`src/rtl/assert_macros.svh`:
```
// Assertion macros shared by the RTL of the oriented box trigger.
// A use of a macro stands on a line of its own, with no trailing semicolon.
`ifndef ASSERT_MACROS_SVH
`define ASSERT_MACROS_SVH

`ifndef SYNTH

// Checked on every rising clock edge while out of reset.
`define OBPT_ASSERT(lbl, prop) \
  lbl: assert property (@(posedge clk) disable iff (!rst_n) prop) \
    else $error("obpt assertion failed");

// Checked on every rising clock edge, also during reset.
`define OBPT_ASSERT_ALWAYS(lbl, prop) \
  lbl: assert property (@(posedge clk) prop) \
    else $error("obpt assertion failed");

`else

`define OBPT_ASSERT(lbl, prop)
`define OBPT_ASSERT_ALWAYS(lbl, prop)

`endif

`endif

```
`src/rtl/obpt_pkg.sv`:
```
`timescale 1ns / 1ps

package obpt_pkg;

  localparam int MAX_PARTICLES = 65536;
  localparam int COUNT_FIELD_MAX = 131071;

  localparam int CNT_W = 17;
  localparam logic [CNT_W-1:0] CNT_CAP =
    CNT_W'((MAX_PARTICLES < COUNT_FIELD_MAX) ? MAX_PARTICLES : COUNT_FIELD_MAX);

  localparam int CFG_IDX_W = 4;

  typedef enum logic [CFG_IDX_W-1:0] {
    CFG_CENTER_X  = 4'd0,
    CFG_CENTER_Y  = 4'd1,
    CFG_CENTER_Z  = 4'd2,
    CFG_EXTENT_X  = 4'd3,
    CFG_EXTENT_Y  = 4'd4,
    CFG_EXTENT_Z  = 4'd5,
    CFG_ROTATION  = 4'd6,
    CFG_MIN_COUNT = 4'd7
  } cfg_idx_t;

  localparam logic [30:0] EXTENT_RESET = 31'd6553600;
  localparam logic [63:0] ROTATION_RESET = 64'h4000_0000_0000_0000;
  localparam logic [CNT_W-1:0] MIN_COUNT_RESET = 17'd1;

  // Q6.28 matrix entry and Q17.16 difference widths
  localparam int MAT_W = 34;
  localparam int DIFF_W = 33;
  localparam int HALF_W = 17;
  localparam int PROD_W = MAT_W + HALF_W;
  localparam int ACC_W = 69;
  localparam int FRAC_SHIFT = 28;
  localparam int LOC_W = ACC_W - FRAC_SHIFT;

  localparam logic signed [MAT_W-1:0] MAT_ONE = 34'sd268435456;
  localparam logic signed [ACC_W-1:0] ROUND_INIT = 69'sd134217728;

  localparam int Q_DEPTH = 2;
  localparam int Q_PTR_W = 1;
  localparam int Q_CNT_W = 2;

  localparam logic [2:0] MAC_LAST = 3'd5;
  localparam logic [1:0] AXIS_LAST = 2'd2;

  typedef struct packed {
    logic [2:0][31:0]            center;
    logic [2:0][30:0]            extent;
    logic [CNT_W-1:0]            min_count;
    logic [2:0][2:0][MAT_W-1:0]  mat;
  } cfg_t;

  typedef struct packed {
    logic [2:0][DIFF_W-1:0] d;
    logic [15:0]            index;
    logic                   has;
    logic                   last;
  } q_word_t;

  typedef enum logic [2:0] {
    BK_IDLE,
    BK_MAC,
    BK_DRAIN,
    BK_CHECK,
    BK_FINISH
  } bk_state_t;

endpackage

```
`src/rtl/obpt_queue.sv`:
```
`timescale 1ns / 1ps

module obpt_queue (
  input  logic               clk,
  input  logic               rst_n,
  input  logic               push,
  input  obpt_pkg::q_word_t  push_word,
  input  logic               pop,
  output logic               full,
  output logic               empty,
  output obpt_pkg::q_word_t  head
);

  obpt_pkg::q_word_t               mem_r [obpt_pkg::Q_DEPTH];
  logic [obpt_pkg::Q_PTR_W-1:0]    wr_ptr_r;
  logic [obpt_pkg::Q_PTR_W-1:0]    rd_ptr_r;
  logic [obpt_pkg::Q_CNT_W-1:0]    cnt_r;

  assign full  = (cnt_r == obpt_pkg::Q_CNT_W'(obpt_pkg::Q_DEPTH));
  assign empty = (cnt_r == '0);
  assign head  = mem_r[rd_ptr_r];

  always_ff @(posedge clk) begin
    if (push) begin
      mem_r[wr_ptr_r] <= push_word;
    end
  end

  always_ff @(posedge clk) begin
    if (!rst_n) begin
      wr_ptr_r <= '0;
      rd_ptr_r <= '0;
      cnt_r    <= '0;
    end else begin
      if (push) begin
        wr_ptr_r <= wr_ptr_r + 1'b1;
      end
      if (pop) begin
        rd_ptr_r <= rd_ptr_r + 1'b1;
      end
      if (push && !pop) begin
        cnt_r <= cnt_r + 1'b1;
      end else if (pop && !push) begin
        cnt_r <= cnt_r - 1'b1;
      end
    end
  end

endmodule

```
`config.mk`:
```
export PLATFORM = sky130hd
export DESIGN_NAME = obpt_queue
export DESIGN_NICKNAME = d
export VERILOG_FILES = /design/src/rtl/assert_macros.svh /design/src/rtl/obpt_pkg.sv /design/src/rtl/obpt_queue.sv
export SDC_FILE = /design/constraint.sdc
export NUM_CORES = 1
export LEC_CHECK = 0
export ABC_AREA = 1
export BUFFER_PORTS_ARGS = -buffer_cell sky130_fd_sc_hd__buf_2
export CAP_MARGIN = 20
export CORE_MARGIN = 3
export CORE_UTILIZATION = 52
export DETAILED_ROUTE_END_ITERATION = 10
export GPL_TIMING_DRIVEN = 0
export PLACE_DENSITY = 0.79
export SLEW_MARGIN = 5
export SYNTH_ARGS = -nofsm -noshare
export SYNTH_HDL_FRONTEND = slang
export SYNTH_SLANG_ARGS = --single-unit
```
`constraint.sdc`:
```
create_clock -name clk -period 9.88 [get_ports clk]
set_input_delay 1.976 -clock clk [delete_from_list [all_inputs] [get_ports clk]]
set_output_delay 1.976 -clock clk [all_outputs]
set_load 0.1 [all_outputs]
```
# Word level (Yosys, flattened, before mapping)
# Memory sizes are Yosys's and may differ from the RTL's. A register that Yosys moved wholly into a read port is not among the register bits.
# Cells that the tools add are included.
[word_totals]
ff_bits = 4
mem_bits_rw = 234
wordCells = 21
memories = 1
[memory_table]
columns = ["name", "depth", "word_bits", "rd", "rd_clocked_by_memory_dff", "write_ports", "line", "source"]
rows = [
  ["mem_r", 2, 117, 1, 1, 1, "obpt_queue.sv:14", "obpt_pkg::q_word_t mem_r [obpt_pkg::Q_DEPTH];"],
]
[classes]
n_addsub = 4
eq_ne = 1
muxes = 6
reduce_logical = 6
[ops]
columns = ["op", "n"]
rows = [
  ["$mux W1", 4],
  ["$mux W2", 2],
  ["$add A1 B1 Y1 const B", 2],
  ["$add A2 B1 Y2 const B", 1],
  ["$eq A2 B2 Y1 const B", 1],
  ["$logic_and A1 B1 Y1", 2],
  ["$logic_not A1 Y1", 2],
  ["$logic_not A2 Y1", 1],
  ["$reduce_bool A2 Y1", 1],
  ["$sub A2 B1 Y2 const B", 1],
]

# Depth between registers and ports, before layout
[depth]
ltp_word = 4
ltp_mapped = 8
depth_no_buf = 8

# Worst setup path before layout
# No wires, ideal clock.
[synth_path]
kind = "input-to-reg"
startpoint = "input push"
endpoint = "memory mem_r[0][0] (netlist name), enable pin"
setup_time_ps = 597
arrival_time_ps = 6911
required_ps = 9283
path_slack_ps = 2372
stages = 2
cell_sequence = "inv_1 -> nor2_1"
[synth_between]
elab_chain_len = 2
[synth_lines]
columns = ["item", "line", "source"]
rows = [
  ["from (decl)", "obpt_queue.sv:6", "input logic push,"],
  ["$mux W1", "obpt_queue.sv:24", "if (push) begin"],
  ["$mux W1 (implied by the code)", "obpt_queue.sv:25", "mem_r[wr_ptr_r] <= push_word;"],
  ["to (decl)", "obpt_queue.sv:14", ""],
]
# No other way between the ends.

==> impl_metrics.yaml <==
outcome:
  status: "finished clean"
logic_synthesis:
  synth_cells: 399
  synth.distinct_cells: 14
  netlist_area_um2: 8781
  yosysSeqAreaShare_pct: 81.16
  yosysWarnings: 0
  syn_nets: 521
  ys_ff_latch: 239
  avgSynthCellArea_um2: 22.01
run:
  maxCapViolations: 0
setup_path:
  cp.arrival_ns: 1.97
  endpoint_kind: "output port"
  cp-start-kind: "register"
  cp.required_ns: 7.90
  crit_path_max_fanout: 10
  worst-setup-path-type: "register to output port"
place:
  port-buffer-count: 239
  detailed_place_hpwl_um: 11720
  dpl.cell_count: 859
  place.gp.congestion: 0.7314
sta:
  setup_viol: 0
  fmax_ghz: 0.2536
  rsz0062_at_grt: "false"
  max_slew_margin_pct: 50.09
  slew_viol_final: 0
  tightest_slew_ns: 0.7469
  finalCritPeriodShare_pct: 39.91
  finalHoldViolCount: 0
  fin_skew_ns: 0.006810
  finalCriticalPeriod_ns: 3.943
clocking:
  clock_tree.root_cell: "clkbuf_16"
  cts_buffers: 24
  cts_tree: "done"
  cts_htree_levels: 1
  clk_pin_slew_worst_paths_ns: 0.06
  clk_path_buf_depth: 3
  cts.sinks: 239
  ctsResizeCount: 0
  postCtsSetupBuffers: 0
  clock_latency_ns: 0.49
  holdBufCountCts: 0
global_routing:
  grt_max_degree: 70
  grt_pass1_wl_um: 24960
  met1_usage_pct: 20.26
  met3_usage_pct: 5.477
  overflow: 0
  met2_usage_pct: 31.50
  busiest_layer: "met2"
  antenna_found_initial: 1
  grt_pass1_vias: 4947
  grt.total_usage_pct: 17.37
die:
  die_w_um: 135.9
  rows: 46
  dieArea_um2: 18480
  core_area_um2: 16230
  die-height_um: 135.9
  ios: 240
  initial_core_util_pct: 54.10
drt:
  wl_per_cell_um: 18.44
  via_per_inst: 5.087
  drtIter0Drc: 267
  dr.pass1.iters: 4
  routed_wl_um: 16620
  vias: 4583
  antenna_left: 0
  drc: 0
layout:
  nFillCells: 1095
  drive_gt1_share_pct: 60.09
  layout.nets: 791
  area_growth_pct: 26.85
  final_cell_count_no_fill: 901
power_and_ir_drop:
  powerDensity_nw_per_um2: 230.2
  swShare_pct: 30.11
  pwr-share-seq_pct: 46.3
  switchingPower_uw: 772.1
  total_power_uw: 2564
  cell_internal_pwr_uw: 1792
  p_leak_uw: 0.004313
  irDropWorstVdd_mv: 0.1902
  combPwrFrac_pct: 20.4
  power_frac_clock_pct: 33.3
min_path:
  hold_class: "register to register"
per-layer routing:
metal  vias up  share of wire, %
met3        22               9.7
met4         2               1.6
met2       194                51
met1      2253                37
li1       2112                 -
met5         -             0.078
power groups by stage:
stage | clock network, uW | logic, uW | registers, uW
final | 854 | 524 | 1190
after global routing | 919 | 542 | 1190
after CTS | 875 | 528 | 1190
after detailed placement | 0 | 526 | 1210
after global placement | 0 | 511 | 1220
after floorplan | 0 | 430 | 1210
cell usage after synthesis:
library cell	number	area share, %
dfxtp_1	5	1.1
mux2_2	87	11
inv_1	8	0.34
edfxtp_1	234	80
buf_2	8	0.46
nand3_1	1	0.057
a21oi_1	1	0.057
ha_1	1	0.14
mux2_4	30	5.1
nor2_1	9	0.38
buf_6	5	0.64
nand4_1	1	0.071
nand2_1	8	0.34
o21ai_0	1	0.057
cell families after synthesis:
kind of cell	Yosys count	synth area share (%)
AO/OA/AOI/OAI	2	0.1139
flip-flops	239	81.16
multiplexers	117	16.29
AND/OR/NAND/NOR	19	0.8549
buffers and inverters	21	1.439
adder cells (fa/ha/maj)	1	0.1425
through the flow:
| stage | worst slack (ns) | setup TNS (ns) | hold slack, ns | area [um^2] | utilization (%) |
|---|---|---|---|---|---|
| CTS | 5.896 | 0 | 0.5210 | 11140 | 68.61 |
| global placement | -0.009153 | -0.2861 | 0.4769 | 10250 | 63.14 |
| floorplan | 2.372 | 0 | 0.4635 | 8781 | - |
| finish | 5.937 | 0 | 0.5230 | 11140 | 68.62 |
| detailed placement | 6.296 | 0 | 0.5063 | 10380 | 63.97 |
| global route | 5.863 | 0 | 0.5557 | 11140 | 68.61 |
worst max-delay path, cell delays in order, from the launching register on:
cell,delay [ns]
dfxtp_1,0.32
buf_6,0.15
buf_6,0.18
buf_6,0.20
mux2_4,0.32
buf_2,0.29
cells in the final DEF (no fill, tap or decap), drive strengths merged:
cell / count
nand2: 8
a21oi: 1
clkbuf: 29
o21ai: 1
mux2: 117
nand4: 1
dfxtp: 5
nand3: 1
nor2: 9
clkinvlp: 2
edfxtp: 234
buf: 257
diode: 1
clkinv: 8
inv: 8
bufinv: 2
ha: 1
path summary, 6_finish.rpt:
path / startpoint / endpoint / slack [ns] / cells past startpoint
min reg2reg: rd_ptr_r / rd_ptr_r / 0.52 / 2
max reg2reg: wr_ptr_r / mem_r[0][44] / 8.11 / 3
min: rd_ptr_r / rd_ptr_r / 0.52 / 2
max: register / head[77] / 5.94 / 5
flip-flops by register name, summed over array words and instances (netlist names), named ones only:
name,count
wr_ptr_r,1
mem_r,234
cnt_r,2
rd_ptr_r,1
final cells by class:
type                    count  area, um^2  share of cell area [%]
inverters                   8       35.03                  0.3145
multi-input cells         139        1535                   13.78
well taps                 216       270.3                   2.426
plain buffers              13       96.34                  0.8650
flip-flops and latches    239        7127                   63.99
clock inverters            12       112.6                   1.011
diodes                      1       2.502                 0.02247
repair buffers            244        1319                   11.84
clock buffers              29       640.6                   5.752
Note: power is estimated with default switching activity, not from simulation.
