$ cat config.mk
export PLATFORM = sky130hd
export DESIGN_NAME = obpt_back_flat
export DESIGN_NICKNAME = d
export VERILOG_FILES = /design/src/rtl/obpt_pkg.sv /design/src/rtl/obpt_out_if.sv /design/src/rtl/obpt_back.sv /design/src/flat_wrapper.sv
export VERILOG_INCLUDE_DIRS = /design/src /design/src/rtl
export SDC_FILE = /design/constraint.sdc
export NUM_CORES = 2
export LEC_CHECK = 0
export BUFFER_PORTS_ARGS = -buffer_cell sky130_fd_sc_hd__clkbuf_2
export CORE_UTILIZATION = 59
export CTS_CLUSTER_DIAMETER = 60
export DETAILED_ROUTE_END_ITERATION = 16
export GPL_TIMING_DRIVEN = 0
export PLACE_DENSITY = 0.9
export REMOVE_ABC_BUFFERS = 1
export SLEW_MARGIN = 10
export SYNTH_ARGS = -nofsm -noshare
export SYNTH_HDL_FRONTEND = slang
export SYNTH_SLANG_ARGS = --single-unit
$ cat constraint.sdc
create_clock -name clk -period 17.9 [get_ports clk]
set_clock_uncertainty 0.1 [all_clocks]
set_input_delay 5.37 -clock clk [delete_from_list [all_inputs] [get_ports clk]]
set_output_delay 5.37 -clock clk [all_outputs]
set_load 0.05 [all_outputs]
$ cat src/rtl/assert_macros.svh
// Assertion macros shared by the RTL of the oriented box trigger.
// A use of a macro stands on a line of its own, with no trailing semicolon.
`ifndef ASSERT_MACROS_SVH
`define ASSERT_MACROS_SVH

`ifndef SYNTH

// Checked on every rising clock edge while out of reset.
`define OBPT_ASSERT(lbl, prop) \
  lbl: assert property (@(posedge clk) disable iff (!rst_n) prop) \
    else $error("obpt assertion failed");

// Checked on every rising clock edge, also during reset.
`define OBPT_ASSERT_ALWAYS(lbl, prop) \
  lbl: assert property (@(posedge clk) prop) \
    else $error("obpt assertion failed");

`else

`define OBPT_ASSERT(lbl, prop)
`define OBPT_ASSERT_ALWAYS(lbl, prop)

`endif

`endif

$ cat src/rtl/obpt_pkg.sv
`timescale 1ns / 1ps

package obpt_pkg;

  localparam int MAX_PARTICLES = 65536;
  localparam int COUNT_FIELD_MAX = 131071;

  localparam int CNT_W = 17;
  localparam logic [CNT_W-1:0] CNT_CAP =
    CNT_W'((MAX_PARTICLES < COUNT_FIELD_MAX) ? MAX_PARTICLES : COUNT_FIELD_MAX);

  localparam int CFG_IDX_W = 4;

  typedef enum logic [CFG_IDX_W-1:0] {
    CFG_CENTER_X  = 4'd0,
    CFG_CENTER_Y  = 4'd1,
    CFG_CENTER_Z  = 4'd2,
    CFG_EXTENT_X  = 4'd3,
    CFG_EXTENT_Y  = 4'd4,
    CFG_EXTENT_Z  = 4'd5,
    CFG_ROTATION  = 4'd6,
    CFG_MIN_COUNT = 4'd7
  } cfg_idx_t;

  localparam logic [30:0] EXTENT_RESET = 31'd6553600;
  localparam logic [63:0] ROTATION_RESET = 64'h4000_0000_0000_0000;
  localparam logic [CNT_W-1:0] MIN_COUNT_RESET = 17'd1;

  // Q6.28 matrix entry and Q17.16 difference widths
  localparam int MAT_W = 34;
  localparam int DIFF_W = 33;
  localparam int HALF_W = 17;
  localparam int PROD_W = MAT_W + HALF_W;
  localparam int ACC_W = 69;
  localparam int FRAC_SHIFT = 28;
  localparam int LOC_W = ACC_W - FRAC_SHIFT;

  localparam logic signed [MAT_W-1:0] MAT_ONE = 34'sd268435456;
  localparam logic signed [ACC_W-1:0] ROUND_INIT = 69'sd134217728;

  localparam int Q_DEPTH = 2;
  localparam int Q_PTR_W = 1;
  localparam int Q_CNT_W = 2;

  localparam logic [2:0] MAC_LAST = 3'd5;
  localparam logic [1:0] AXIS_LAST = 2'd2;

  typedef struct packed {
    logic [2:0][31:0]            center;
    logic [2:0][30:0]            extent;
    logic [CNT_W-1:0]            min_count;
    logic [2:0][2:0][MAT_W-1:0]  mat;
  } cfg_t;

  typedef struct packed {
    logic [2:0][DIFF_W-1:0] d;
    logic [15:0]            index;
    logic                   has;
    logic                   last;
  } q_word_t;

  typedef enum logic [2:0] {
    BK_IDLE,
    BK_MAC,
    BK_DRAIN,
    BK_CHECK,
    BK_FINISH
  } bk_state_t;

endpackage

$ cat src/rtl/obpt_out_if.sv
`timescale 1ns / 1ps

interface obpt_out_if;
  logic        valid;
  logic        ready;
  logic        inside_res;
  logic [15:0] index_out;
  logic        frame_done;
  logic [16:0] frame_count;
  logic        triggered_now;
  logic        enter_event;
  logic        exit_event;

  modport source (
    output valid, inside_res, index_out, frame_done, frame_count, triggered_now,
           enter_event, exit_event,
    input  ready
  );

  modport sink (
    input  valid, inside_res, index_out, frame_done, frame_count, triggered_now,
           enter_event, exit_event,
    output ready
  );
endinterface

$ cat src/rtl/obpt_back.sv
`timescale 1ns / 1ps
`include "assert_macros.svh"

module obpt_back (
  input  logic               clk,
  input  logic               rst_n,
  input  obpt_pkg::cfg_t     cfg,
  input  logic               q_empty,
  input  obpt_pkg::q_word_t  q_head,
  output logic               pop,
  obpt_out_if.source         out_ch
);

  obpt_pkg::bk_state_t state_r, state_nxt;

  obpt_pkg::q_word_t                     work_r;
  logic [1:0]                            axis_r;
  logic [2:0]                            step_r;
  logic                                  ins_r;
  logic signed [obpt_pkg::ACC_W-1:0]     acc_r;
  logic signed [obpt_pkg::PROD_W-1:0]    prod_r;
  logic                                  prod_hi_r;
  logic                                  prod_v_r;
  logic [obpt_pkg::CNT_W-1:0]            rc_r;
  logic                                  trig_r;

  logic                                  out_valid_r;
  logic                                  out_inside_r;
  logic [15:0]                           out_index_r;
  logic                                  out_done_r;
  logic [obpt_pkg::CNT_W-1:0]            out_count_r;
  logic                                  out_trig_r;
  logic                                  out_enter_r;
  logic                                  out_exit_r;

  logic                                  load_out;
  logic [1:0]                            term_j;
  logic                                  term_hi;
  logic signed [obpt_pkg::MAT_W-1:0]     mul_a;
  logic signed [obpt_pkg::HALF_W-1:0]    mul_b;
  logic [obpt_pkg::DIFF_W-1:0]           d_sel;
  logic signed [obpt_pkg::PROD_W-1:0]    prod_nxt;
  logic signed [obpt_pkg::ACC_W-1:0]     addend;
  logic signed [obpt_pkg::LOC_W:0]       loc;
  logic signed [obpt_pkg::LOC_W:0]       ext_s;
  logic                                  axis_ok;
  logic                                  ins_eff;
  logic [obpt_pkg::CNT_W-1:0]            cnt_nxt;
  logic                                  meet;
  logic                                  enter;
  logic                                  leave;
  logic                                  trig_nxt;

  always_comb begin
    state_nxt = state_r;
    unique case (state_r)
      obpt_pkg::BK_IDLE: begin
        if (!q_empty) begin
          state_nxt = q_head.has ? obpt_pkg::BK_MAC : obpt_pkg::BK_FINISH;
        end
      end
      obpt_pkg::BK_MAC: begin
        if (step_r == obpt_pkg::MAC_LAST) begin
          state_nxt = obpt_pkg::BK_DRAIN;
        end
      end
      obpt_pkg::BK_DRAIN: begin
        state_nxt = obpt_pkg::BK_CHECK;
      end
      obpt_pkg::BK_CHECK: begin
        state_nxt = (axis_r == obpt_pkg::AXIS_LAST) ? obpt_pkg::BK_FINISH
                                                    : obpt_pkg::BK_MAC;
      end
      obpt_pkg::BK_FINISH: begin
        if (load_out) begin
          state_nxt = obpt_pkg::BK_IDLE;
        end
      end
      default: begin
        state_nxt = obpt_pkg::BK_IDLE;
      end
    endcase
  end

  always_comb begin
    pop      = (state_r == obpt_pkg::BK_IDLE) && !q_empty;
    load_out = (state_r == obpt_pkg::BK_FINISH) && (!out_valid_r || out_ch.ready);
  end

  always_ff @(posedge clk) begin
    if (!rst_n) begin
      state_r <= obpt_pkg::BK_IDLE;
    end else begin
      state_r <= state_nxt;
    end
  end

  // multiply one matrix entry by one half of a difference
  assign term_j  = step_r[2:1];
  assign term_hi = step_r[0];
  assign mul_a   = cfg.mat[axis_r][term_j];
  assign d_sel   = work_r.d[term_j];
  assign mul_b   = term_hi ? d_sel[obpt_pkg::DIFF_W-1:16] : {1'b0, d_sel[15:0]};
  assign prod_nxt = mul_a * mul_b;

  assign addend = prod_hi_r ? obpt_pkg::ACC_W'($signed({prod_r, 16'd0}))
                            : obpt_pkg::ACC_W'(prod_r);

  assign loc     = (obpt_pkg::LOC_W+1)'($signed(acc_r[obpt_pkg::ACC_W-1:obpt_pkg::FRAC_SHIFT]));
  assign ext_s   = $signed({11'd0, cfg.extent[axis_r]});
  assign axis_ok = (loc <= ext_s) && (loc >= -ext_s);

  always_ff @(posedge clk) begin
    if (pop) begin
      work_r <= q_head;
    end
    prod_r    <= prod_nxt;
    prod_hi_r <= term_hi;
    if (pop || state_r == obpt_pkg::BK_CHECK) begin
      acc_r <= obpt_pkg::ROUND_INIT;
    end else if (prod_v_r) begin
      acc_r <= acc_r + addend;
    end
  end

  always_ff @(posedge clk) begin
    if (!rst_n) begin
      axis_r   <= '0;
      step_r   <= '0;
      ins_r    <= 1'b0;
      prod_v_r <= 1'b0;
    end else begin
      prod_v_r <= (state_r == obpt_pkg::BK_MAC);
      if (pop) begin
        axis_r <= '0;
        step_r <= '0;
        ins_r  <= 1'b1;
      end else if (state_r == obpt_pkg::BK_MAC) begin
        step_r <= (step_r == obpt_pkg::MAC_LAST) ? 3'd0 : step_r + 3'd1;
      end else if (state_r == obpt_pkg::BK_CHECK) begin
        ins_r  <= ins_r & axis_ok;
        axis_r <= axis_r + 2'd1;
      end
    end
  end

  always_comb begin
    ins_eff  = work_r.has & ins_r;
    cnt_nxt  = (ins_eff && (rc_r < obpt_pkg::CNT_CAP)) ? rc_r + 1'b1 : rc_r;
    meet     = (cnt_nxt >= cfg.min_count);
    enter    = work_r.last && meet && !trig_r;
    leave    = work_r.last && !meet && trig_r;
    trig_nxt = enter | (trig_r & !leave);
  end

  always_ff @(posedge clk) begin
    if (!rst_n) begin
      rc_r        <= '0;
      trig_r      <= 1'b0;
      out_valid_r <= 1'b0;
    end else begin
      if (load_out) begin
        rc_r        <= work_r.last ? '0 : cnt_nxt;
        trig_r      <= trig_nxt;
        out_valid_r <= 1'b1;
      end else if (out_ch.ready) begin
        out_valid_r <= 1'b0;
      end
    end
  end

  always_ff @(posedge clk) begin
    if (load_out) begin
      out_inside_r <= ins_eff;
      out_index_r  <= work_r.has ? work_r.index : 16'd0;
      out_done_r   <= work_r.last;
      out_count_r  <= work_r.last ? cnt_nxt : '0;
      out_trig_r   <= work_r.last && trig_nxt;
      out_enter_r  <= enter;
      out_exit_r   <= leave;
    end
  end

  assign out_ch.valid         = out_valid_r;
  assign out_ch.inside_res    = out_inside_r;
  assign out_ch.index_out     = out_index_r;
  assign out_ch.frame_done    = out_done_r;
  assign out_ch.frame_count   = out_count_r;
  assign out_ch.triggered_now = out_trig_r;
  assign out_ch.enter_event   = out_enter_r;
  assign out_ch.exit_event    = out_exit_r;

  `OBPT_ASSERT(a_cnt_cap, rc_r <= obpt_pkg::CNT_CAP)
  `OBPT_ASSERT(a_evt_excl, out_valid_r |-> !(out_enter_r && out_exit_r))
  `OBPT_ASSERT(a_enter_trig, out_valid_r && out_enter_r |-> out_trig_r)
  `OBPT_ASSERT(a_pop_next, pop |=> state_r == obpt_pkg::BK_MAC || state_r == obpt_pkg::BK_FINISH)
  `OBPT_ASSERT(a_rc_clear, load_out && work_r.last |=> rc_r == '0)

endmodule

$ cat src/flat_wrapper.sv
// flat-port wrapper written by rule: the top's interface ports become plain ports
module obpt_back_flat 
  (clk, rst_n, cfg, q_empty, q_head, pop, out_ch_valid, out_ch_inside_res, out_ch_index_out, out_ch_frame_done, out_ch_frame_count, out_ch_triggered_now, out_ch_enter_event, out_ch_exit_event, out_ch_ready);
  obpt_out_if out_ch_i ();
  input  logic clk;
  input  logic rst_n;
  input  obpt_pkg::cfg_t cfg;
  input  logic q_empty;
  input  obpt_pkg::q_word_t q_head;
  output logic pop;
  output wire logic [$bits(out_ch_i.valid)-1:0] out_ch_valid;
  output wire logic [$bits(out_ch_i.inside_res)-1:0] out_ch_inside_res;
  output wire logic [$bits(out_ch_i.index_out)-1:0] out_ch_index_out;
  output wire logic [$bits(out_ch_i.frame_done)-1:0] out_ch_frame_done;
  output wire logic [$bits(out_ch_i.frame_count)-1:0] out_ch_frame_count;
  output wire logic [$bits(out_ch_i.triggered_now)-1:0] out_ch_triggered_now;
  output wire logic [$bits(out_ch_i.enter_event)-1:0] out_ch_enter_event;
  output wire logic [$bits(out_ch_i.exit_event)-1:0] out_ch_exit_event;
  input wire logic [$bits(out_ch_i.ready)-1:0] out_ch_ready;
  assign out_ch_valid = out_ch_i.valid;
  assign out_ch_inside_res = out_ch_i.inside_res;
  assign out_ch_index_out = out_ch_i.index_out;
  assign out_ch_frame_done = out_ch_i.frame_done;
  assign out_ch_frame_count = out_ch_i.frame_count;
  assign out_ch_triggered_now = out_ch_i.triggered_now;
  assign out_ch_enter_event = out_ch_i.enter_event;
  assign out_ch_exit_event = out_ch_i.exit_event;
  assign out_ch_i.ready = out_ch_ready;
  obpt_back u_core (.clk(clk), .rst_n(rst_n), .cfg(cfg), .q_empty(q_empty), .q_head(q_head), .pop(pop), .out_ch(out_ch_i));
endmodule
== Yosys cells after proc, flatten, opt, wreduce, memory -nomap -nowiden ==
Index checks and enable logic that the tools add are counted.

* $add $sub $neg: 5
* Multipliers: 1
* $lt $le $gt $ge: 6
* Equality and inequality tests: 10
* Muxes and demuxes: 24
* Bitwise gates (word level): 6
* Reduce and logical (&&, ||, !) cells: 23

{| class="wikitable"
|+ Operator list
! cell !! count
|-
| binary-select mux 102 bit (select 2 bit) || 1
|-
| 2-to-1 mux 102 bit || 1
|-
| adder 69 x 67 -> 69 bit || 1
|-
| binary-select mux 34 bit (select 2 bit) || 1
|-
| binary-select mux 33 bit (select 2 bit) || 1
|-
| 2-to-1 mux 66 bit || 1
|-
| binary-select mux 31 bit (select 2 bit) || 1
|-
| multiplier 34 x 17 -> 51 bit || 1
|-
| 2-to-1 mux 17 bit || 3
|-
| >= comparator 41 x 42 -> 1 bit || 1
|-
| negator 31 -> 42 bit || 1
|-
| less-or-equal comparator 41 x 32 -> 1 bit || 1
|-
| 2-to-1 mux 34 bit || 1
|-
| 2-to-1 mux 33 bit || 1
|-
| 2-to-1 mux 31 bit || 1
|-
| 2-to-1 mux 3 bit || 6
|-
| adder 17 x 1 -> 17 bit, second input constant || 1
|-
| >= comparator 17 bit || 1
|-
| < comparator 17 bit, second input constant || 1
|-
| one-hot mux 3 bit (5 select lines) || 1
|-
| logical AND 1 bit || 9
|-
| equality test 3 x 2 -> 1 bit, second input constant || 2
|-
| equality test 3 bit, second input constant || 2
|-
| < comparator 2 x 3 -> 1 bit, second input constant || 2
|-
| 17 further kinds || 33
|}

* Bits in registers: 305
* Input port bits: 633
* Output and inout port bits: 40
* Logic and storage cells: 99

== Logic depth before layout (Yosys ltp) ==
* Depth in word-level cells: 11
* Depth in mapped cells: 35
* Depth with buffers taken out: 29

== Worst setup path after synthesis ==
Ideal clock, no wire load.

* Path kind: input to output
* Start point: in q_empty
* End point: out pop
* Arrival: 11.021 ns
* Data required time: 12.430 ns
* Path slack: 1.409 ns
* Stages on the path: 3
* Path buffers: 0
* Path through: inv_1 > nand2_1 > nor2_1

* Longest elaborated chain between the ends: 2

{| class="wikitable"
|+ RTL lines
! what !! RTL line !! source
|-
| start: declaration || flat_wrapper.sv:8 || <nowiki>input logic q_empty;</nowiki>
|-
| logical NOT 1 bit || obpt_back.sv:86 || <nowiki>pop = (state_r == obpt_pkg::BK_IDLE) && !q_empty;</nowiki>
|-
| logical AND 1 bit || obpt_back.sv:86 ||
|-
| end: declaration || flat_wrapper.sv:10 || <nowiki>output logic pop;</nowiki>
|}

No other way between the ends.

== Worst setup path in the final report ==
* Start point: in cfg[239] (netlist bit)
* End point: reg u_core.prod_r[47] (netlist bit)

* Longest elaborated chain between the ends: 5

{| class="wikitable"
|+ RTL lines
! what !! RTL line !! source
|-
| start: declaration || flat_wrapper.sv:7 || <nowiki>input obpt_pkg::cfg_t cfg;</nowiki>
|-
| binary-select mux 102 bit (select 2 bit) || obpt_back.sv:101 || <nowiki>assign mul_a = cfg.mat[axis_r][term_j];</nowiki>
|-
| 2-to-1 mux 102 bit (implied by the code) || obpt_back.sv:101 ||
|-
| binary-select mux 34 bit (select 2 bit) || obpt_back.sv:101 ||
|-
| 2-to-1 mux 34 bit (implied by the code) || obpt_back.sv:101 ||
|-
| multiplier 34 x 17 -> 51 bit || obpt_back.sv:104 || <nowiki>assign prod_nxt = mul_a * mul_b;</nowiki>
|-
| named net u_core.prod_nxt (one bit) || obpt_back.sv:42 || <nowiki>logic signed [obpt_pkg::PROD_W-1:0] prod_nxt;</nowiki>
|-
| end signal: assignment || obpt_back.sv:117 || <nowiki>prod_r <= prod_nxt;</nowiki>
|-
| end: declaration || obpt_back.sv:21 || <nowiki>logic signed [obpt_pkg::PROD_W-1:0] prod_r;</nowiki>
|}

The timed path passes the listed nets, and every way through them passes these cells. The select of a mux whose other input is x is not followed.
A chain may end at the register's enable or synchronous reset.

==> impl_metrics.py <==
metrics = {
    "synthesis": {
        "async_reset_ff_share_pct": 0,
        "yosys_warnings": 0,
        "synth-main-ff-cell": "edfxtp_1",
        "synth_seq_cells": 305,
        "yosysSeqAreaShare_pct": 18.8,
        "syn_area_per_cell_um2": 9.19,
        "synthesis.area_um2": 40700,
        "syn_inst": 4428,
        "synthDistinctLibCells": 99,
        "synth_edf_count": 155,
    },
    "outcome": {
        "status": "finished clean",
    },
    "detailed_routing": {
        "dr.pass1.iters": 6,
        "viasPerCell": 6.00,
        "wl_mm": 123,
        "wl_per_cell_um": 21.3,
        "num_vias": 34700,
        "drcViolationCount": 0,
        "final_antenna_net_count": 0,
        "drtIter0Drc": 2868,
    },
    "timing": {
        "finalSetupViolations": 0,
        "maxSlewViolCount": 0,
        "final_hold_viol_count": 0,
        "fmax_ghz": 0.0757,
        "fin_tns_setup_ps": 0,
        "slew_headroom_pct": 8.43,
        "worst_pin_slew_ps": 1370,
        "worst_slack_ps": 4690,
        "rsz0062_at_grt": "false",
        "finalCriticalPeriod_ps": 13210,
        "fin_crit_sh_pct": 73.8,
    },
    "clocking": {
        "cts_root_buf": "clkbuf_16",
        "clk_path_buf_depth": 3,
        "cts_max_level": 2,
        "clk_pin_slew_ps": 60,
        "insertion_delay_ps": 580,
        "cts.sinks": 305,
        "postCtsSetupBuffers": 0,
        "postCtsHoldBufs": 0,
        "ctsResizeCount": 0,
        "cts_tree": "yes",
        "cts_made_buffers": 38,
    },
    "critical_path": {
        "worstReg2RegStart": "u_core.axis_r[0]$_SDFFE_PP0P_",
        "crit_family": "adder cells",
        "r2r_slack_ps": 8220,
        "path_class": "in -> reg",
        "slowest_delay_ps": 1000,
        "cp_common_cell": "fa_1",
        "required_ps": 18240,
        "startpoint_type": "primary input",
        "reg2reg_to": "u_core.prod_r[47]$_DFF_P_",
        "crit_arrival_ps": 13550,
        "cp-end-kind": "register",
        "slowest_stage": "a21oi_1",
        "crit_buf_inv": 5,
        "rr_worst_depth": 26,
        "cp_max_fo": 13,
    },
    "placed_design": {
        "dp.cells": 5705,
        "detailedPlace.worstSlack_ps": 4300,
        "gp_congestion": 1.01,
        "portBuffers": 576,
        "dp_hpwl_mm": 99.7,
    },
    "min_path": {
        "whs_endpoint": "u_core.prod_hi_r$_DFF_P_",
        "hold_start": "u_core.step_r[0]$_SDFFE_PP0P_",
        "holdPathStages": 0,
        "hp-class": "reg -> reg",
    },
    "global_route": {
        "grt_pass1_wl_mm": 193,
        "grt_pass1_vias": 36600,
        "grt_max_degree": 62,
        "track_usage_pct": 35.5,
        "grt_overflow_total": 0,
        "antenna_found_initial": 8,
    },
    "floorplan": {
        "die_w_um": 265,
        "die_h_um": 265,
        "rows": 95,
        "start_util_pct": 60.1,
        "die_area_um2": 70100,
        "io_pins": 673,
        "core_area_um2": 67800,
    },
    "finish": {
        "post_layout_nonfiller_instances": 5781,
        "area_growth_pct": 13.2,
        "utilization_pct": 68.0,
        "nets": 6336,
        "drive_gt1_share_pct": 18.2,
    },
    "flow_run": {
        "cap_violations": 0,
    },
}
-- worst max path at each step --
stage / from / endpoint / slack [ps] / depth (start not counted)
2_1_floorplan: q_empty / pop / 1410 / 3
3_3_place_gp: q_empty / pop / -950 / 5
3_5_place_dp: cfg[239] / u_core.prod_r[47]$_DFF_P_ / 4300 / 27
4_1_cts: cfg[239] / u_core.prod_r[47]$_DFF_P_ / 4820 / 27
5_1_grt: cfg[239] / u_core.prod_r[47]$_DFF_P_ / 4240 / 27
6_report: cfg[239] / u_core.prod_r[47]$_DFF_P_ / 4690 / 27
-- kinds of logic after synthesis --
kind of cell    Yosys count  synth area share, %
flops                   305                 18.8
mux                     238                 7.60
compound gates          710                 11.5
simple gates           1308                 14.5
xor+xnor                155                 3.33
fa+ha+maj               831                 35.7
buf+inv                 881                 8.46
-- area by class of cell --
cell class                      instances  area [µm²]
Multi-Input combinational cell       3242       29900
Fill cell                            4974       21700
Sequential cell                       305        7680
Timing Repair Buffer                  607        3550
Inverter                              678        2540
Tap cell                              873        1090
Clock buffer                           46        1000
Clock inverter                         22         267
Antenna cell                            8        20.0
-- cell usage in the layout, fill, tap and decap left out, types with 22 or more instances in the layout --
cell       count
a22oi_1       48
and3_1        23
edfxtp_1     155
a21o_1       109
nand2b_1      43
clkbuf_2     576
dfxtp_1      143
a21oi_1      220
o22a_1        22
nor3_1        31
o21a_1        24
xor2_1        55
nor2b_1       58
fa_1         552
mux2_2        69
nand4_1       47
ha_1         279
o21ai_0       97
and2_1        67
mux4_2        50
xnor2_1      100
nand3_1       35
clkbuf_16     38
mux2i_1      119
nor2_1       501
inv_1        673
nand2_1      429
-- stage by stage --
step	instance area, µm²	hold WS (ps)
after CTS	46000	397
after global routing	46100	408
final	46100	392
after detailed placement	44800	390
after global placement	43800	376
after floorplan	39800	365
-- per-layer routing --
layer | vias up | share of wire [%] | GRT usage [%]
li1 | 15400 | - | -
met1 | 16800 | 36 | 41.1
met2 | 1959 | 48 | 59.8
met3 | 532 | 9.1 | 7.89
met4 | 2 | 7.0 | 22.1
met5 | - | 0.011 | 0
-- state kept, by name, summed over array words and instances, names as in the netlist, 2 cells and up --
name                       cells
u_core.prod_r                 51
u_core.acc_r                  69
u_core.rc_r                   17
u_core.state_r                 3
u_core.out_ch.frame_count     17
u_core.out_ch.index_out       16
u_core.work_r                117
u_core.axis_r                  2
u_core.step_r                  3
-- cells in the mapped netlist, drive strengths merged, types with 47 or more instances --
cell type  instances  share of area [%]
a22oi             48               0.89
fa               552                 27
edfxtp           155                 11
buf               76                1.0
clkbuf           127                1.2
a21oi            233                2.9
and2              67                1.0
nand4             47               0.72
mux2              69                1.9
o21ai            104                1.3
xor2              55                1.2
a21o             109                2.0
nand2            432                4.0
ha               279                8.6
dfxtp            150                7.4
nor2b             59               0.91
mux2i            119                2.9
xnor2            100                2.2
inv              677                6.2
mux4              50                2.8
nor2             507                4.7
Power is left out: the tool's default activity adds up to more than one toggle a clock period on the data nets, which glitch-free logic cannot reach.
