**config.mk**
```make
export PLATFORM = sky130hd
export DESIGN_NAME = obpt_front_flat
export DESIGN_NICKNAME = d
export VERILOG_FILES = /design/src/rtl/assert_macros.svh /design/src/rtl/obpt_pkg.sv /design/src/rtl/obpt_in_if.sv /design/src/rtl/obpt_front.sv /design/src/flat_wrapper.sv
export SDC_FILE = /design/constraint.sdc
export NUM_CORES = 1
export LEC_CHECK = 0
export ABC_AREA = 1
export BUFFER_PORTS_ARGS = -buffer_cell sky130_fd_sc_hd__buf_2
export CAP_MARGIN = 5
export CORE_AREA = 2 2 288 290
export DETAILED_ROUTE_END_ITERATION = 16
export DIE_AREA = 0 0 290 292
export PLACE_DENSITY_LB_ADDON = 0.1
export RECOVER_POWER = 25
export SYNTH_ARGS = -nofsm -noshare
export SYNTH_HDL_FRONTEND = slang
export SYNTH_SLANG_ARGS = --single-unit
export TNS_END_PERCENT = 30
```
**constraint.sdc**
```tcl
create_clock -name vclk -period 5.8
set_clock_uncertainty 0.1 [all_clocks]
set_input_delay 1.16 -clock vclk [all_inputs]
set_output_delay 1.16 -clock vclk [all_outputs]
set_load 0.01 [all_outputs]
```
**src/rtl/assert_macros.svh**
```systemverilog
// Assertion macros shared by the RTL of the oriented box trigger.
// A use of a macro stands on a line of its own, with no trailing semicolon.
`ifndef ASSERT_MACROS_SVH
`define ASSERT_MACROS_SVH

`ifndef SYNTH

// Checked on every rising clock edge while out of reset.
`define OBPT_ASSERT(lbl, prop) \
  lbl: assert property (@(posedge clk) disable iff (!rst_n) prop) \
    else $error("obpt assertion failed");

// Checked on every rising clock edge, also during reset.
`define OBPT_ASSERT_ALWAYS(lbl, prop) \
  lbl: assert property (@(posedge clk) prop) \
    else $error("obpt assertion failed");

`else

`define OBPT_ASSERT(lbl, prop)
`define OBPT_ASSERT_ALWAYS(lbl, prop)

`endif

`endif

```
**src/rtl/obpt_pkg.sv**
```systemverilog
`timescale 1ns / 1ps

package obpt_pkg;

  localparam int MAX_PARTICLES = 65536;
  localparam int COUNT_FIELD_MAX = 131071;

  localparam int CNT_W = 17;
  localparam logic [CNT_W-1:0] CNT_CAP =
    CNT_W'((MAX_PARTICLES < COUNT_FIELD_MAX) ? MAX_PARTICLES : COUNT_FIELD_MAX);

  localparam int CFG_IDX_W = 4;

  typedef enum logic [CFG_IDX_W-1:0] {
    CFG_CENTER_X  = 4'd0,
    CFG_CENTER_Y  = 4'd1,
    CFG_CENTER_Z  = 4'd2,
    CFG_EXTENT_X  = 4'd3,
    CFG_EXTENT_Y  = 4'd4,
    CFG_EXTENT_Z  = 4'd5,
    CFG_ROTATION  = 4'd6,
    CFG_MIN_COUNT = 4'd7
  } cfg_idx_t;

  localparam logic [30:0] EXTENT_RESET = 31'd6553600;
  localparam logic [63:0] ROTATION_RESET = 64'h4000_0000_0000_0000;
  localparam logic [CNT_W-1:0] MIN_COUNT_RESET = 17'd1;

  // Q6.28 matrix entry and Q17.16 difference widths
  localparam int MAT_W = 34;
  localparam int DIFF_W = 33;
  localparam int HALF_W = 17;
  localparam int PROD_W = MAT_W + HALF_W;
  localparam int ACC_W = 69;
  localparam int FRAC_SHIFT = 28;
  localparam int LOC_W = ACC_W - FRAC_SHIFT;

  localparam logic signed [MAT_W-1:0] MAT_ONE = 34'sd268435456;
  localparam logic signed [ACC_W-1:0] ROUND_INIT = 69'sd134217728;

  localparam int Q_DEPTH = 2;
  localparam int Q_PTR_W = 1;
  localparam int Q_CNT_W = 2;

  localparam logic [2:0] MAC_LAST = 3'd5;
  localparam logic [1:0] AXIS_LAST = 2'd2;

  typedef struct packed {
    logic [2:0][31:0]            center;
    logic [2:0][30:0]            extent;
    logic [CNT_W-1:0]            min_count;
    logic [2:0][2:0][MAT_W-1:0]  mat;
  } cfg_t;

  typedef struct packed {
    logic [2:0][DIFF_W-1:0] d;
    logic [15:0]            index;
    logic                   has;
    logic                   last;
  } q_word_t;

  typedef enum logic [2:0] {
    BK_IDLE,
    BK_MAC,
    BK_DRAIN,
    BK_CHECK,
    BK_FINISH
  } bk_state_t;

endpackage

```
**src/rtl/obpt_in_if.sv**
```systemverilog
`timescale 1ns / 1ps

interface obpt_in_if;
  logic               valid;
  logic               ready;
  logic signed [31:0] pos_x;
  logic signed [31:0] pos_y;
  logic signed [31:0] pos_z;
  logic [15:0]        particle_index;
  logic               has_particle;
  logic               frame_last;

  modport source (
    output valid, pos_x, pos_y, pos_z, particle_index, has_particle, frame_last,
    input  ready
  );

  modport sink (
    input  valid, pos_x, pos_y, pos_z, particle_index, has_particle, frame_last,
    output ready
  );
endinterface

```
**src/rtl/obpt_front.sv**
```systemverilog
`timescale 1ns / 1ps

module obpt_front (
  obpt_in_if.sink            in_ch,
  input  obpt_pkg::cfg_t     cfg,
  input  logic               q_full,
  output logic               q_push,
  output obpt_pkg::q_word_t  q_word
);

  assign in_ch.ready = !q_full;
  assign q_push      = in_ch.valid && !q_full;

  always_comb begin
    q_word.d[0]  = {in_ch.pos_x[31], in_ch.pos_x} - {cfg.center[0][31], cfg.center[0]};
    q_word.d[1]  = {in_ch.pos_y[31], in_ch.pos_y} - {cfg.center[1][31], cfg.center[1]};
    q_word.d[2]  = {in_ch.pos_z[31], in_ch.pos_z} - {cfg.center[2][31], cfg.center[2]};
    q_word.index = in_ch.particle_index;
    q_word.has   = in_ch.has_particle;
    q_word.last  = in_ch.frame_last;
  end

endmodule

```
**src/flat_wrapper.sv**
```systemverilog
// flat-port wrapper written by rule: the top's interface ports become plain ports
module obpt_front_flat 
  (cfg, q_full, q_push, q_word, in_ch_valid, in_ch_pos_x, in_ch_pos_y, in_ch_pos_z, in_ch_particle_index, in_ch_has_particle, in_ch_frame_last, in_ch_ready);
  obpt_in_if in_ch_i ();
  input  obpt_pkg::cfg_t cfg;
  input  logic q_full;
  output logic q_push;
  output obpt_pkg::q_word_t q_word;
  input wire logic [$bits(in_ch_i.valid)-1:0] in_ch_valid;
  input wire logic [$bits(in_ch_i.pos_x)-1:0] in_ch_pos_x;
  input wire logic [$bits(in_ch_i.pos_y)-1:0] in_ch_pos_y;
  input wire logic [$bits(in_ch_i.pos_z)-1:0] in_ch_pos_z;
  input wire logic [$bits(in_ch_i.particle_index)-1:0] in_ch_particle_index;
  input wire logic [$bits(in_ch_i.has_particle)-1:0] in_ch_has_particle;
  input wire logic [$bits(in_ch_i.frame_last)-1:0] in_ch_frame_last;
  output wire logic [$bits(in_ch_i.ready)-1:0] in_ch_ready;
  assign in_ch_i.valid = in_ch_valid;
  assign in_ch_i.pos_x = in_ch_pos_x;
  assign in_ch_i.pos_y = in_ch_pos_y;
  assign in_ch_i.pos_z = in_ch_pos_z;
  assign in_ch_i.particle_index = in_ch_particle_index;
  assign in_ch_i.has_particle = in_ch_has_particle;
  assign in_ch_i.frame_last = in_ch_frame_last;
  assign in_ch_ready = in_ch_i.ready;
  obpt_front u_core (.in_ch(in_ch_i), .cfg(cfg), .q_full(q_full), .q_push(q_push), .q_word(q_word));
endmodule
```
Yosys cells after proc, flatten, opt, wreduce, memory -nomap -nowiden
Cells that the tools add are included.
{"block": "totals", "ff_bits": 0, "output_inout_bits": 119, "word_cells": 5}
{"block": "op_classes", "n_addsub": 3, "n_reduce_logical": 2}
{"op": "$sub A32 B32 Y33", "n": 3}
{"op": "$logic_and A1 B1 Y1", "n": 1}
{"op": "$logic_not A1 Y1", "n": 1}

Longest topological paths before layout
Gate-level depths: netlist of run 1.
{"block": "logic_depth", "word_depth": 2, "depth_mapped": 14, "mapped_depth_nobuf": 14}

Worst setup path before layout of run 1
No wires, ideal clock.
{"block": "synth_path", "kind": "input to output", "start": "in in_ch_pos_x[0]", "end": "out q_word[50] in the netlist's numbering", "slack_ns": 2.017, "t_required_ns": 4.540, "path_stages": 14, "path_buffers": 0, "t_arrival_ns": 2.523, "cell_sequence": "inv_1 ha_1 fa_1 inv_1 nand2_1 nand2_1 nand3_1 nand2_1 nand2_1 nand2_2 nand2_1 nand2_1 nand2_1 nand2_1"}
{"element": "from (decl)", "line_no": "flat_wrapper.sv:10", "source": "input wire logic [$bits(in_ch_i.pos_x)-1:0] in_ch_pos_x;"}
{"element": "to (decl)", "line_no": "flat_wrapper.sv:8", "source": "output obpt_pkg::q_word_t q_word;"}

==> results.sh, run 1 <==
export IMPL_status="completed"
export IMPL_drc=0
export IMPL_synth_distinct_cells=20
export IMPL_cp_num_buf_inv=4
export IMPL_grt_usage_pct=9.90
export IMPL_drt_total_wl_um=43000
export IMPL_die_w_um=290
export IMPL_synth_area_leaders="nand2_1 36%, inv_1 23%, ha_1 15%, nor2_1 6.0%, nand3_1 4.3%"
export IMPL_hold_start="in_ch_particle_index[8]"
export IMPL_dp_cells=3041
export IMPL_tns_ps=0
export IMPL_row_count=105
export IMPL_powerDensity_nw_per_um2=111
export IMPL_syn_nets=2422
export IMPL_clock_fmax_ghz=0.218
export IMPL_critical_path_class="primary input to output pin"
export IMPL_nets=2700
export IMPL_antenna_left=0
export IMPL_cp_top_family="buffers and inverters"
export IMPL_drt_first_iter_violations=347
export IMPL_p_sw_share_pct=66.1
export IMPL_min_delay_path_depth=0
export IMPL_leakagePower_nw=7.20
export IMPL_cts_setup_buffers=0
export IMPL_core_um2=81600
export IMPL_p_sw_mw=0.775
export IMPL_initial_core_util_pct=9.64
export IMPL_dr_pass1_iters=4
export IMPL_seq_area_frac_synth_pct=0
export IMPL_fin_crit_ps=4580
export IMPL_seqPwrFrac_pct=0
export IMPL_drv_cap=0
export IMPL_layout_cells_non_filler=3047
export IMPL_die_h_um=292
export IMPL_nFillCells=9869
export IMPL_slew_violations=0
export IMPL_seq_area_um2=0
export IMPL_cp_end_kind="output pin"
export IMPL_grt_max_degree=8
export IMPL_place_congestion=0.831
export IMPL_grt_pass1_wl_um=63600
export IMPL_die_area_um2=84700
export IMPL_portBuffers=295
export IMPL_max_slew_worst_pin_slew_ps=583
export IMPL_whs_endpoint="q_word[10]"
export IMPL_ys_warn_count=0
export IMPL_cp_required_ps=4540
export IMPL_syn_area_um2=7860
export IMPL_final_hold_violation_count=0
export IMPL_relSlewSlack_pct=61.0
export IMPL_rsz0062_at_grt="false"
export IMPL_grt_pass1_vias=10288
export IMPL_multiInputGateArea_um2=5930
export IMPL_irDropWorstVdd_mv=0.0305
export IMPL_finalSetupViolations=0
export IMPL_cp_arrival_ps=3320
export IMPL_overflow=0
export IMPL_dr_total_vias=9979
export IMPL_finalCritPeriodShare_pct=78.9
export IMPL_synth_top_area_share_pct=35.7
export IMPL_wl_per_cell_um=14.1
export IMPL_vias_per_cell=3.28
export IMPL_hpwl_um=40800
export IMPL_postCtsHoldBufs=0
export IMPL_intPower_mw=0.397
export IMPL_cts_resized=0
export IMPL_path_cells="buf_2 > inv_1 > ha_1 > nand2_1 > inv_1 > a21oi_1 > nand2_2 > nand2_1 > nand2_2 > xor2_1 > buf_2"
export IMPL_synthCells=1695
export IMPL_clock_buffers=0
export IMPL_synth_largest_area_cell="nand2_1"
export IMPL_min_path_type="primary input to output pin"
export IMPL_start_kind="primary input"
export IMPL_drive_gt1_share_pct=15.5
export IMPL_crit_fanout=4
export IMPL_p_comb_share_pct=100.0
export IMPL_crit_path_max_incr_delay_ps=500
export IMPL_seq_cell_count=0
export IMPL_slowest_stage="xor2_1"
export IMPL_area_delta_synth_final_pct=34.0
export IMPL_ios=747
export IMPL_syn_area_per_cell_um2=4.64
export IMPL_clkPwrFrac_pct=0
export IMPL_grt_antenna_before_repair=15
routing by layer:
| metal | global-route usage, % | wire length (µm) | vias up |
|---|---|---|---|
| met5 | 0 | 34 | - |
| met2 | 15.4 | 17300 | 266 |
| met1 | 14.4 | 22700 | 4239 |
| li1 | - | - | 5447 |
| met4 | 1.09 | 552 | 6 |
| met3 | 1.88 | 2400 | 21 |
cell type report:
class / instances / area share [%]
Antenna cell: 6 / 0.142
Multi-Input combinational cell: 1199 / 56.3
Tap cell: 1070 / 12.7
Timing Repair Buffer: 295 / 13.9
Inverter: 477 / 17.0
cell usage after synthesis, types with 4 or more instances:
master,n
a21oi_1,60
and2_1,6
buf_4,19
ha_1,96
inv_1,477
nand2_1,748
nand2_2,15
nand3_1,67
nand3_2,4
nand4_1,12
nor2_1,125
nor3_1,6
or2_1,4
xnor2_1,7
xor2_1,38
power groups by stage:
stage | registers (mW) | clock network [mW] | logic [mW]
floorplan | 0 | 0 | 0.683
global placement | 0 | 0 | 1.23
detailed placement | 0 | 0 | 1.22
CTS | 0 | 0 | 1.23
global route | 0 | 0 | 1.34
finish | 0 | 0.0000000963 | 1.17
layout by cell type, fill, tap and decap left out, drive strengths merged, types with 4 or more instances in the layout:
master / n
nor2: 126
nand4: 12
clkbuf: 10
xor2: 38
inv: 477
a21oi: 61
buf: 285
or2: 4
xnor2: 7
nand3: 71
diode: 6
nor3: 6
and2: 6
nand2: 763
ha: 96
per-stage QoR:
stage | instance area (µm²) | hold WS (ps) | total power, mW | util (%) | setup slack [ps]
final | 10500 | 2220 | 1.17 | 12.9 | 1220
after detailed placement | 10500 | 2220 | 1.22 | 12.9 | 1080
after global routing | 10500 | 2220 | 1.34 | 12.9 | 911
after global placement | 10500 | 2220 | 1.23 | 12.9 | 1070
after CTS | 10500 | 2220 | 1.23 | 12.9 | 1060
after floorplan | 7860 | 2260 | 0.683 | - | 2020
logic make-up (layout without fill, tap and decap cells):
| kind of cell | after synthesis | after routing | synth area share [%] |
|---|---|---|---|
| buffers and inverters | 496 | 772 | 24.6 |
| XOR/XNOR | 45 | 45 | 5.01 |
| other | 0 | 6 | 0 |
| AND/OR/NAND/NOR | 988 | 988 | 49.9 |
| adder cells (fa/ha/maj) | 99 | 99 | 16.0 |
| AO/OA/AOI/OAI | 67 | 67 | 4.50 |
worst max path at each step:
stage,slack [ps],to,startpoint,cells after the start
2_1_floorplan,2020,q_word[50],in_ch_pos_x[0],14
3_3_place_gp,1070,q_word[34],in_ch_pos_x[0],13
3_5_place_dp,1080,q_word[30],in_ch_pos_x[0],13
4_1_cts,1060,q_word[30],in_ch_pos_x[0],13
5_1_grt,910,q_word[30],in_ch_pos_x[0],13
6_report,1220,q_word[33],cfg[422],11
Note: power is estimated with default switching activity, not from simulation.
==> run 2, diff against run 1 <==
==> constraint.sdc (replaced) <==
create_clock -name vclk -period 4
set_clock_uncertainty 0.1 [all_clocks]
set_input_delay 0.8 -clock vclk [all_inputs]
set_output_delay 0.8 -clock vclk [all_outputs]
set_load 0.01 [all_outputs]
==> run 2 against run 1 <==
Compared with the run above:
- combinational power rose by 46%
- non-clock buffer count rose by 3
- cell count rose by 0.16%
- count of clock-buffer cells in the layout did not move
- critical endpoint is now q_word[40]
- highest routed layer unchanged
==> results.sh, run 2 (synthesized netlist as in run 1, its figures left out) <==
export IMPL_rsz0062_at_grt="false"
export IMPL_cp_required_ps=3100
export IMPL_clock_fmax_ghz=0.266
export IMPL_clock_buffers=0
export IMPL_core_um2=81600
export IMPL_finalSetupViolations=0
export IMPL_placed_area_um2=10600
export IMPL_wl_per_cell_um=14.1
export IMPL_grt_usage_pct=9.90
export IMPL_fin_crit_ps=3770
export IMPL_seq_cell_count=0
export IMPL_drt_total_wl_um=43000
export IMPL_die_area_um2=84700
export IMPL_irDropWorstVdd_mv=0.0474
export IMPL_powerDensity_nw_per_um2=162
export IMPL_hold_start="in_ch_particle_index[13]"
export IMPL_dr_pass1_iters=7
export IMPL_final_hold_violation_count=0
export IMPL_status="completed"
export IMPL_min_path_type="primary input to output pin"
export IMPL_tns_ps=0
export IMPL_drive_gt1_share_pct=15.6
export IMPL_drv_cap=0
export IMPL_max_slew_worst_pin_slew_ps=363
export IMPL_drt_first_iter_violations=375
export IMPL_cts_setup_buffers=0
export IMPL_relSlewSlack_pct=75.8
export IMPL_slew_violations=0
export IMPL_nets=2703
export IMPL_fin_area_um2=10600
export IMPL_dp_cells=3044
export IMPL_cts_resized=0
export IMPL_grt_max_degree=8
export IMPL_postCtsHoldBufs=0
export IMPL_fin_hold_ws_ps=1500
export IMPL_grt_antenna_before_repair=11
export IMPL_layout_cells_non_filler=3052
export IMPL_final_core_utilization_pct=12.9
export IMPL_overflow=0
export IMPL_vias_per_cell=3.27
export IMPL_cp_arrival_ps=2870
export IMPL_final_common_cell="nand2_1"
export IMPL_die_w_um=290
export IMPL_drc=0
export IMPL_dr_total_vias=9994
export IMPL_row_count=105
export IMPL_antenna_left=0
export IMPL_portBuffers=295
export IMPL_finalCritPeriodShare_pct=94.1
export IMPL_initial_core_util_pct=9.64
export IMPL_ios=747
export IMPL_area_delta_synth_final_pct=34.4
export IMPL_grt_pass1_wl_um=63800
export IMPL_seq_area_um2=0
export IMPL_crit_fanout=4
export IMPL_hpwl_um=40700
export IMPL_critical_path_class="primary input to output pin"
export IMPL_min_delay_path_depth=0
export IMPL_leakagePower_nw=7.21
export IMPL_die_h_um=292
export IMPL_start_kind="primary input"
export IMPL_cp_end_kind="output pin"
export IMPL_final_cell_mix="748 x nand2_1, 477 x inv_1, 284 x buf_2"
export IMPL_grt_pass1_vias=10411
export IMPL_whs_endpoint="q_word[15]"
export IMPL_place_congestion=0.831
run 2: cell types whose count changed in the layout (fill, tap and decap cells not counted), sizes merged:
cell    delta
clkbuf     +1
buf        +2
diode      +2
run 2: area by class of cell:
cell class,instances,area [µm²]
Multi-Input combinational cell,1199,5930
Tap cell,1070,1340
Inverter,477,1790
Antenna cell,8,20.0
Timing Repair Buffer,298,1490
Fill cell,9859,71000
run 2: where the power goes:
part             total, mW  internal, mW  switching (mW)  leakage, nW
registers                0             0               0            0
clock network  0.000000254   0.000000254               0    0.0000507
logic                 1.71         0.583            1.13         7.21
run 2: worst max path at each step:
stage | from | to | slack [ps] | cells past startpoint
after global placement | in_ch_pos_x[0] | q_word[46] | 150 | 16
after floorplan | in_ch_pos_x[0] | q_word[50] | 940 | 14
final | cfg[421] | q_word[40] | 230 | 14
after CTS | in_ch_pos_x[0] | q_word[46] | 160 | 16
after global routing | in_ch_pos_x[0] | q_word[46] | 10 | 16
after detailed placement | in_ch_pos_x[0] | q_word[46] | 170 | 16
run 2: critical path: stages:
cell and delay, ps:
buf_2 70, inv_1 160, ha_1 420, nand2_1 110
nor2_1 180, nand2_1 90, nand3_2 100, nand2_1 70
nand2_1 170, nand2_1 90, nand2_1 70, nand2_1 50
nand2_1 260, buf_2 210
run 2: metrics by stage:
step	total power [mW]	setup WS (ps)
after global routing	1.96	11.8
after detailed placement	1.78	168
after CTS	1.79	165
final	1.71	235
after floorplan	0.991	937
after global placement	1.79	153
run 2: per-layer routing:
layer / share of wire [%] / wire length (µm) / up-vias / track usage (%)
li1: - / - / 5457 / -
met1: 53 / 22600 / 4239 / 14.4
met2: 40 / 17200 / 274 / 15.3
met3: 5.7 / 2470 / 20 / 1.80
met4: 1.7 / 726 / 4 / 1.41
met5: 0.060 / 26 / - / 0
==> run 3, diff against run 2 <==
--- a/config.mk
+++ b/config.mk
@@ -16,4 +16,3 @@
 export SYNTH_ARGS = -nofsm -noshare
 export SYNTH_HDL_FRONTEND = slang
 export SYNTH_SLANG_ARGS = --single-unit
-export TNS_END_PERCENT = 30
==> constraint.sdc (replaced) <==
create_clock -name vclk -period 4.8
set_clock_uncertainty 0.1 [all_clocks]
set_input_delay 0.96 -clock vclk [all_inputs]
set_output_delay 0.96 -clock vclk [all_outputs]
set_load 0.01 [all_outputs]
==> run 3 against run 2 <==
Compared with the run above:
- hold slack better by 320 ps
- die area stayed put
- non-clock buffer count down 1
- sequential share of layout area did not move
- utilization about the same
==> results.sh, run 3 (synthesized netlist as in run 1, its figures left out) <==
export IMPL_placed_area_um2=10600
export IMPL_max_slew_worst_pin_slew_ps=582
export IMPL_clock_buffers=0
export IMPL_slew_violations=0
export IMPL_min_path_type="primary input to output pin"
export IMPL_cts_setup_buffers=0
export IMPL_cp_required_ps=3740
export IMPL_powerDensity_nw_per_um2=135
export IMPL_crit_end="q_word[33]"
export IMPL_drc=0
export IMPL_p_sw_mw=0.939
export IMPL_start_kind="primary input"
export IMPL_overflow=0
export IMPL_layout_cells_non_filler=3049
export IMPL_irDropWorstVdd_mv=0.0363
export IMPL_final_cell_mix="748 x nand2_1, 477 x inv_1, 284 x buf_2"
export IMPL_grt_usage_pct=9.89
export IMPL_p_sw_share_pct=66.0
export IMPL_seq_area_um2=0
export IMPL_hold_start="in_ch_particle_index[8]"
export IMPL_core_um2=81600
export IMPL_grt_antenna_before_repair=14
export IMPL_dr_pass1_iters=7
export IMPL_tns_ps=0
export IMPL_crit_start="cfg[423]"
export IMPL_cp_end_kind="output pin"
export IMPL_area_delta_synth_final_pct=34.2
export IMPL_fin_area_um2=10600
export IMPL_drv_cap=0
export IMPL_fin_hold_ws_ps=1820
export IMPL_grt_pass1_wl_um=63500
export IMPL_drt_first_iter_violations=361
export IMPL_dr_total_vias=9969
export IMPL_clkPwrFrac_pct=0
export IMPL_fin_crit_ps=4100
export IMPL_die_w_um=290
export IMPL_die_area_um2=84700
export IMPL_intPower_mw=0.484
export IMPL_finalCritPeriodShare_pct=85.4
export IMPL_grt_max_degree=8
export IMPL_hpwl_um=40700
export IMPL_finalSetupViolations=0
export IMPL_crit_fanout=4
export IMPL_status="completed"
export IMPL_nets=2702
export IMPL_portBuffers=295
export IMPL_grt_pass1_vias=10365
export IMPL_die_h_um=292
export IMPL_postCtsHoldBufs=0
export IMPL_clock_fmax_ghz=0.244
export IMPL_final_hold_violation_count=0
export IMPL_antenna_left=0
export IMPL_seq_cell_count=0
export IMPL_wl_per_cell_um=14.1
export IMPL_seqPwrFrac_pct=0
export IMPL_row_count=105
export IMPL_final_common_cell="nand2_1"
export IMPL_leakagePower_nw=7.21
export IMPL_critical_path_class="primary input to output pin"
export IMPL_rsz0062_at_grt="false"
export IMPL_dp_cells=3043
export IMPL_place_congestion=0.831
export IMPL_cp_arrival_ps=3040
export IMPL_ios=747
export IMPL_initial_core_util_pct=9.64
export IMPL_vias_per_cell=3.27
export IMPL_p_comb_share_pct=100.0
export IMPL_relSlewSlack_pct=61.1
export IMPL_cts_resized=0
export IMPL_drive_gt1_share_pct=15.6
export IMPL_final_core_utilization_pct=12.9
export IMPL_drt_total_wl_um=42900
==> run 3: cell count changes in the layout (fill, tap and decap cells not counted), sizes merged <==
cell,change
buf,-1
diode,-2
==> run 3: layout make-up <==
| class | instances | area (µm²) |
|---|---|---|
| inverters | 477 | 1790 |
| well taps | 1070 | 1340 |
| diodes | 6 | 15.0 |
| fillers | 9902 | 71000 |
| repair buffers | 297 | 1480 |
| multi-input cells | 1199 | 5930 |
==> run 3: worst min-delay path by stage <==
stage,to,depth (start not counted)
floorplan,in_ch_ready,1
global placement,q_word[0],0
detailed placement,q_word[0],0
global route,q_word[10],0
finish,q_word[10],0
CTS,q_word[0],0
==> run 3: power groups by stage <==
stage	registers, mW	logic [mW]	clock network (mW)
finish	0	1.42	0.000000168
global route	0	1.63	0
CTS	0	1.49	0
detailed placement	0	1.48	0
global placement	0	1.49	0
floorplan	0	0.826	0
==> run 3: critical path: stages <==
cell	delay (ps)
buf_2	90
inv_1	270
ha_1	360
nand2_1	180
nor2_1	80
and2_1	150
nand2_1	70
nand2_2	110
xor2_1	500
buf_2	250
==> run 3: layer usage <==
| metal | GRT usage [%] | part of all wire [%] | up-vias |
|---|---|---|---|
| met5 | 0 | 0.089 | - |
| met4 | 0.915 | 1.1 | 6 |
| met3 | 2.09 | 6.0 | 18 |
| met2 | 15.5 | 40 | 263 |
| met1 | 14.3 | 52 | 4230 |
| li1 | - | - | 5452 |
==> run 3: metrics by stage <==
stage	setup slack, ps	total power [mW]
finish	703	1.42
global route	474	1.63
CTS	598	1.49
detailed placement	616	1.48
global placement	601	1.49
floorplan	1420	0.826
